**config.mk**
```make
export PLATFORM = sky130hd
export DESIGN_NAME = multi_channel_timer_bank
export DESIGN_NICKNAME = d
export VERILOG_FILES = /design/src/hdl/mctb_pkg.sv /design/src/hdl/mctb_cell.sv /design/src/hdl/multi_channel_timer_bank.sv
export SDC_FILE = /design/constraint.sdc
export NUM_CORES = 2
export LEC_CHECK = 0
export BUFFER_PORTS_ARGS = -buffer_cell sky130_fd_sc_hd__buf_2
export CAP_MARGIN = 20
export CORE_MARGIN = 8
export CORE_UTILIZATION = 64
export DETAILED_ROUTE_END_ITERATION = 7
export PLACE_DENSITY = 0.82
export SLEW_MARGIN = 20
export SYNTH_ARGS = -nofsm -noshare
export SYNTH_HDL_FRONTEND = slang
export SYNTH_SLANG_ARGS = --single-unit
```
**constraint.sdc**
```tcl
create_clock -name clk -period 4.04 [get_ports clk]
set_input_delay 0.606 -clock clk [delete_from_list [all_inputs] [get_ports clk]]
set_output_delay 0.606 -clock clk [all_outputs]
set_load 0.005 [all_outputs]
```
**src/hdl/mctb_pkg.sv**
```systemverilog
// Shared constants, op codes and the broadcast command type of the timer bank.
// No dependencies; used by mctb_cell and multi_channel_timer_bank.
package mctb_pkg;

	localparam int NUM_TIMERS  = 16;
	localparam int COUNT_WIDTH = 32;

	// fixed field widths
	localparam int OP_W     = 3;
	localparam int CHAN_W   = 4;
	localparam int TICKS_W  = 32;
	localparam int MASK_W   = 16;
	localparam int NEW_ID_W = 4;

	// allocation counter holds 1..NUM_TIMERS
	localparam int ALLOC_W = $clog2(NUM_TIMERS + 1);
	// index width wide enough for both a channel field and a cell index
	localparam int IDX_W   = (ALLOC_W > CHAN_W) ? ALLOC_W : CHAN_W;
	// fire vector padded so the mask can always take its low 16 bits
	localparam int FIRE_W  = (NUM_TIMERS > MASK_W) ? NUM_TIMERS : MASK_W;

	localparam int RESERVED_CHANNEL   = 0;
	localparam int FIRST_USER_CHANNEL = RESERVED_CHANNEL + 1;

	// operation codes
	localparam logic [OP_W-1:0] OP_TICK  = 3'd0;
	localparam logic [OP_W-1:0] OP_ALLOC = 3'd1;
	localparam logic [OP_W-1:0] OP_START = 3'd2;
	localparam logic [OP_W-1:0] OP_STOP  = 3'd3;
	localparam logic [OP_W-1:0] OP_QUERY = 3'd4;

	// command broadcast to every cell
	typedef struct packed {
		logic                   tick;
		logic                   load;
		logic                   halt;
		logic [COUNT_WIDTH-1:0] value;
		logic                   periodic;
	} cmd_t;

endpackage

```
**src/hdl/mctb_cell.sv**
```systemverilog
// One timer channel: count, period, mode and running flag.
// Depends on mctb_pkg; instantiated in a row by multi_channel_timer_bank.
module mctb_cell (
	input  logic                                clk,
	input  logic                                arst_n,
	input  mctb_pkg::cmd_t                      cmd,
	input  logic                                sel,
	input  logic                                alloc,
	input  logic                                tick_en,
	input  logic                                query_in,
	output logic                                query_out,
	output logic                                fire
);

	logic [mctb_pkg::COUNT_WIDTH-1:0] count_q;
	logic [mctb_pkg::COUNT_WIDTH-1:0] period_q;
	logic [mctb_pkg::COUNT_WIDTH-1:0] dec;
	logic                             periodic_q;
	logic                             run_q;
	logic                             step;

	// decrement path for a tick
	assign dec  = count_q - mctb_pkg::COUNT_WIDTH'(1);
	assign step = cmd.tick & tick_en & run_q;
	assign fire = step & (dec == '0);

	// query answer travels down the row: the selected cell adds its zero test
	assign query_out = query_in | (sel & (count_q == '0));

	// channel state
	always_ff @(posedge clk or negedge arst_n) begin
		if (!arst_n) begin
			count_q    <= '0;
			period_q   <= '0;
			periodic_q <= 1'b0;
			run_q      <= 1'b0;
		end else if (cmd.load & sel & alloc) begin
			count_q    <= cmd.value;
			period_q   <= cmd.value;
			periodic_q <= cmd.periodic;
			run_q      <= 1'b1;
		end else if (cmd.halt & sel) begin
			run_q <= 1'b0;
		end else if (step) begin
			if (dec == '0) begin
				if (periodic_q) begin
					count_q <= period_q;
				end else begin
					count_q <= dec;
					run_q   <= 1'b0;
				end
			end else begin
				count_q <= dec;
			end
		end
	end

endmodule

```
**src/hdl/multi_channel_timer_bank.sv**
```systemverilog
// Top level of the timer bank: op decode, allocation counter, cell row, result registers.
// Depends on mctb_pkg and mctb_cell.
//
// Usage: a transaction is offered on op/channel/ticks/mode with start high; it is
// taken at a rising edge where start is high and busy is low. busy stays low, so a
// transaction may be taken every cycle.
// Ops: tick decrements every running allocated channel except reserved channel 0;
// allocate hands out ids from 1 upward; start loads period and count and runs an
// allocated channel; stop clears running; query reports whether the channel's
// count is zero. The result appears in the cycle after acceptance, with done high
// for a single cycle. Throughput: one transaction per cycle; every channel cell
// updates in the same cycle, and the query answer ripples along the row of cells.
// Result fields not belonging to the op read zero.
// Reset: all counts, periods, modes and running flags clear, the allocation
// counter returns to one, done is low.
// The receiver cannot stall: each result is shown for exactly one cycle.
module multi_channel_timer_bank (
	input  logic                             clk,
	input  logic                             arst_n,
	input  logic                             start,
	output logic                             busy,
	input  logic [mctb_pkg::OP_W-1:0]        op,
	input  logic [mctb_pkg::CHAN_W-1:0]      channel,
	input  logic [mctb_pkg::TICKS_W-1:0]     ticks,
	input  logic                             mode,
	output logic                             done,
	output logic [mctb_pkg::MASK_W-1:0]      expired_mask,
	output logic [mctb_pkg::NEW_ID_W-1:0]    new_id,
	output logic                             alloc_ok,
	output logic                             is_expired
);

	logic                             accept;
	mctb_pkg::cmd_t                   cmd;
	logic [mctb_pkg::ALLOC_W-1:0]     alloc_cnt_q;
	logic                             alloc_avail;
	logic [mctb_pkg::NUM_TIMERS-1:0]  sel_vec;
	logic [mctb_pkg::NUM_TIMERS-1:0]  alloc_vec;
	logic [mctb_pkg::NUM_TIMERS-1:0]  tick_vec;
	logic [mctb_pkg::NUM_TIMERS-1:0]  fire_vec;
	logic [mctb_pkg::NUM_TIMERS:0]    query_chain;
	logic [mctb_pkg::FIRE_W-1:0]      fire_ext;

	logic                             done_q;
	logic [mctb_pkg::MASK_W-1:0]      mask_q;
	logic [mctb_pkg::NEW_ID_W-1:0]    new_id_q;
	logic                             alloc_ok_q;
	logic                             is_expired_q;

	assign busy   = 1'b0;
	assign accept = start & ~busy;

	// command decode, broadcast to all cells
	always_comb begin
		cmd.tick     = accept & (op == mctb_pkg::OP_TICK);
		cmd.load     = accept & (op == mctb_pkg::OP_START);
		cmd.halt     = accept & (op == mctb_pkg::OP_STOP);
		cmd.value    = mctb_pkg::COUNT_WIDTH'(ticks);
		cmd.periodic = mode;
	end

	assign alloc_avail = (alloc_cnt_q < mctb_pkg::ALLOC_W'(mctb_pkg::NUM_TIMERS));

	// row of channel cells
	assign query_chain[0] = 1'b0;
	for (genvar i = 0; i < mctb_pkg::NUM_TIMERS; i++) begin : g_cell
		localparam logic [mctb_pkg::IDX_W-1:0] CellIdx = mctb_pkg::IDX_W'(i);

		assign sel_vec[i]   = (mctb_pkg::IDX_W'(channel) == CellIdx);
		assign alloc_vec[i] = (mctb_pkg::ALLOC_W'(i) < alloc_cnt_q);
		assign tick_vec[i]  = alloc_vec[i] & (i >= mctb_pkg::FIRST_USER_CHANNEL);

		mctb_cell u_cell (
			.clk       (clk),
			.arst_n    (arst_n),
			.cmd       (cmd),
			.sel       (sel_vec[i]),
			.alloc     (alloc_vec[i]),
			.tick_en   (tick_vec[i]),
			.query_in  (query_chain[i]),
			.query_out (query_chain[i+1]),
			.fire      (fire_vec[i])
		);
	end

	assign fire_ext = mctb_pkg::FIRE_W'(fire_vec);

	// allocation counter
	always_ff @(posedge clk or negedge arst_n) begin
		if (!arst_n) begin
			alloc_cnt_q <= mctb_pkg::ALLOC_W'(mctb_pkg::FIRST_USER_CHANNEL);
		end else if (accept && op == mctb_pkg::OP_ALLOC && alloc_avail) begin
			alloc_cnt_q <= alloc_cnt_q + mctb_pkg::ALLOC_W'(1);
		end
	end

	// result strobe
	always_ff @(posedge clk or negedge arst_n) begin
		if (!arst_n) begin
			done_q <= 1'b0;
		end else begin
			done_q <= accept;
		end
	end

	// result payload, zero for fields not owned by the op
	always_ff @(posedge clk) begin
		if (accept) begin
			case (op)
				mctb_pkg::OP_TICK: begin
					mask_q       <= fire_ext[mctb_pkg::MASK_W-1:0];
					new_id_q     <= '0;
					alloc_ok_q   <= 1'b0;
					is_expired_q <= 1'b0;
				end
				mctb_pkg::OP_ALLOC: begin
					mask_q       <= '0;
					new_id_q     <= alloc_avail ? mctb_pkg::NEW_ID_W'(alloc_cnt_q) : '0;
					alloc_ok_q   <= alloc_avail;
					is_expired_q <= 1'b0;
				end
				mctb_pkg::OP_QUERY: begin
					mask_q       <= '0;
					new_id_q     <= '0;
					alloc_ok_q   <= 1'b0;
					is_expired_q <= query_chain[mctb_pkg::NUM_TIMERS];
				end
				default: begin
					mask_q       <= '0;
					new_id_q     <= '0;
					alloc_ok_q   <= 1'b0;
					is_expired_q <= 1'b0;
				end
			endcase
		end
	end

	assign done         = done_q;
	assign expired_mask = mask_q;
	assign new_id       = new_id_q;
	assign alloc_ok     = alloc_ok_q;
	assign is_expired   = is_expired_q;

endmodule

```
==> key figures <==
Critical path
  • Worst path buffer plus inverter count: 2
  • Critical path's largest stage delay: 0.56 ns
  • CP cell instances: inv_1, ha_1, or4b_1, or4_4, nor4_1, xor2_1, nor4_1, and3_1, buf_4, a21o_1
  • Critical path class: reg2reg
  • CP required: 4.69 ns
  • Delay-heaviest family, CP: simple AND/OR/NAND/NOR gates
  • Crit path top cell by count: nor4_1
  • Maximum fanout along the worst path: 10
  • Worst setup SP type: register
  • CP endpoint kind: register
  • Critical Path AT: 4.35 ns
  • Slowest-stage cell, CP: or4b_1

Final layout
  • Layout cells sized above 1: 9.42%
  • Commonest non-fill, non-tap cell in the layout: nand2_1
  • Most frequent cells in the layout: nand2_1, dfrtp_1, o21ai_0
  • Area growth syn-to-layout: 9.86%
  • # nets final: 6990

Global routing
  • First-pass GRT wire length: 303000 µm
  • Gr usage total: 37.1%
  • Vias in the first global route: 52.6k
  • Largest net degree at the start of global routing: 95
  • Overflow after GRT: 0
  • Initial antenna violation count: 18

Pwr
  • VDD IR max: 613 µV
  • Clock power share: 31.0%
  • Leakage power: 0.0326 µW
  • Power share of the combinational group: 29.7%
  • Power density over the cells: 551 mW/mm²
  • Seq pwr share: 39.4%
  • P_sw: 12800 µW
  • Sw frac: 36.2%
  • Internal power: 22500 µW
  • Overall Power: 35300 µW

Status
  • Outcome: complete, no violations

Floorplanning
  • I/O pins: 67
  • DIE AREA: 0.101 mm²
  • Core area: 0.0901 mm²
  • Die height: 318 µm
  • Row cnt: 110
  • Die width: 318 µm
  • Initial Util: 64.7%

Route
  • DR vias/cell: 6.78
  • Wire length per cell: 23.6 µm
  • Initial DRC count: 7151
  • DR pass1 iterations: 7
  • Total Routed Length: 193000 µm
  • ANT nets after route: 0
  • Via count: 55.5k
  • Drt drc: 0

STA
  • Crit share post-route: 91.8%
  • Final Setup Violations: 0
  • F_max: 0.270 GHz
  • Final Hold Viols: 0
  • Total Neg Setup Slack: 0 ns
  • RSZ-0062 raised after global routing: no
  • Actual slew at the worst max-slew pin: 1.25 ns
  • Setup Skew: 0.0319 ns
  • Max-slew headroom: 17.0%
  • Fin crit period: 3.71 ns
  • Max-slew violation count: 0

CTS
  • CTS clk-pin slew, worst paths: 0.06 ns
  • CTS tree: built
  • CTS Buf Count: 108
  • Clk Latency, worst-skew pair: 0.72 ns
  • Clk sink count: 1049
  • H-Tree Depth: 3
  • CTS root buffer: clkbuf_16
  • Clock Tree Buf Depth: 3

Placed design
  • PortBufs: 64
  • GPL Wtd Cong: 0.969
  • Hpwl dp: 123000 µm

Logic synthesis
  • Synth warn: 0
  • Register area share after synthesis: 45.2%
  • Ys async rst share: 98.0%
  • Count of cell types in the netlist: 93
  • Post-synthesis cell count: 6996
  • Post-synth EDFFs: 21
  • Prevailing post-synth register cell: dfrtp_1
  • Synth Register Bits: 1049
  • Mean Syn Cell Area: 8.34 µm²
  • Post-Syn Area: 0.0584 mm²

Min path
  • Hold crit path type: in2async

Flow run
  • MaxCap Viol Count: 0
==> cells in the mapped netlist, types with 20 or more instances <==
| cell type | n | area [µm²] |
|---|---|---|
| nand2_1 | 1941 | 7290 |
| dfrtp_1 | 1027 | 25700 |
| o21ai_0 | 443 | 2220 |
| clkbuf_1 | 428 | 1610 |
| nor2_1 | 355 | 1330 |
| a21o_1 | 317 | 2380 |
| nand3_1 | 287 | 1440 |
| nor3_1 | 222 | 1110 |
| nor4_1 | 185 | 1160 |
| a21oi_1 | 170 | 851 |
| o211ai_1 | 111 | 833 |
| or3_1 | 97 | 607 |
| o311ai_0 | 92 | 806 |
| inv_1 | 90 | 338 |
| or4_1 | 81 | 608 |
| nand4_1 | 78 | 488 |
| a221o_1 | 71 | 711 |
| xnor2_1 | 62 | 543 |
| xor2_1 | 53 | 464 |
| ha_1 | 46 | 576 |
| nor3b_1 | 45 | 338 |
| mux2_2 | 44 | 495 |
| and3_1 | 43 | 269 |
| a221oi_1 | 37 | 324 |
| or2_2 | 36 | 225 |
| a22oi_1 | 34 | 255 |
| buf_2 | 34 | 170 |
| and2_1 | 32 | 200 |
| a222oi_1 | 30 | 300 |
| nor4b_1 | 30 | 263 |
| o31ai_1 | 30 | 225 |
| nand2b_1 | 27 | 169 |
| buf_1 | 25 | 93.8 |
| and4_1 | 22 | 193 |
| edfxtp_1 | 21 | 631 |
| nor2b_1 | 20 | 125 |
==> power groups by stage <==
stage	logic, µW	registers (µW)	clock network, µW
final	10500	13900	10900
after global routing	11600	14100	11400
after CTS	10300	13800	11000
after detailed placement	10200	14000	0
after global placement	10000	13900	0
after floorplan	7800	13200	0
==> flip-flops by register name, summed over array words and instances, names as in the netlist <==
name	flops
alloc_ok	1
done	1
g_cell.u_cell.period_q	480
g_cell.u_cell.periodic_q	15
expired_mask	15
is_expired	1
g_cell.u_cell.count_q	512
new_id	4
alloc_cnt_q	5
g_cell.u_cell.run_q	15
==> cell type report <==
class                   instances  area, µm²
multi-input cells            5361      29800
flip-flops and latches       1049      26400
fillers                      6971      26000
clock buffers                 148       3080
repair buffers                291       2200
well taps                    1176       1470
clock inverters                55        810
inverters                      90        338
diodes                         11       27.5
==> metal layers <==
metal	vias to the layer above	share of wire [%]	track usage [%]
met5	-	0.068	0
met4	14	5.9	19.9
met3	654	11	9.06
met2	3146	44	55.9
met1	26800	39	49.6
li1	24900	-	-
==> cell families (layout without fill, tap and decap cells) <==
| logic type | Yosys count | count (layout) | synth area share [%] |
|---|---|---|---|
| simple gates | 3602 | 3602 | 28.8 |
| compound gates | 1533 | 1533 | 18.2 |
| flops | 1049 | 1049 | 45.2 |
| buf+inv | 587 | 584 | 3.95 |
| xor+xnor | 115 | 115 | 1.73 |
| mux | 63 | 63 | 1.17 |
| fa+ha+maj | 46 | 46 | 0.986 |
| other cells | 1 | 13 | 0.00643 |
==> repair_timing <==
| item | CTS | global route |
|---|---|---|
| hold buffers | 0 | 0 |
| setup endpoints to repair | 0 | 14 |
| setup buffers | 0 | 0 |
| gates resized for setup | 0 | 1 |
==> final timing paths <==
check / from / cells after the start / end / slack [ns]
min: arst_n / 1 / g_cell[15].u_cell.period_q[30]$_DFFE_PN0P_ / 0.04
max in group asynchronous: arst_n / 2 / g_cell[8].u_cell.count_q[23]$_DFFE_PN0P_ / 2.90
max: g_cell[5].u_cell.count_q[0]$_DFFE_PN0P_ / 10 / g_cell[5].u_cell.count_q[11]$_DFFE_PN0P_ / 0.33
max reg2reg: g_cell[5].u_cell.count_q[0]$_DFFE_PN0P_ / 10 / g_cell[5].u_cell.count_q[11]$_DFFE_PN0P_ / 0.33
min in group clk: start / 1 / done$_DFF_PN0_ / 0.22
min reg2reg: g_cell[1].u_cell.period_q[18]$_DFFE_PN0P_ / 1 / g_cell[1].u_cell.count_q[18]$_DFFE_PN0P_ / 0.46
==> metrics by stage <==
step	cell area, µm²	std cells	setup slack (ns)	hold slack, ns	utilization (%)
after floorplan	58400	6997	0.639	0.310	-
after global routing	64100	8170	0.0262	0.0591	71.1
final	64100	8181	0.331	0.0351	71.1
after detailed placement	60200	7967	0.138	0.447	66.8
after global placement	60200	7966	0.239	0.448	66.7
after CTS	64100	8170	0.0843	0.0197	71.1
Note: power is estimated with default switching activity, not from simulation.
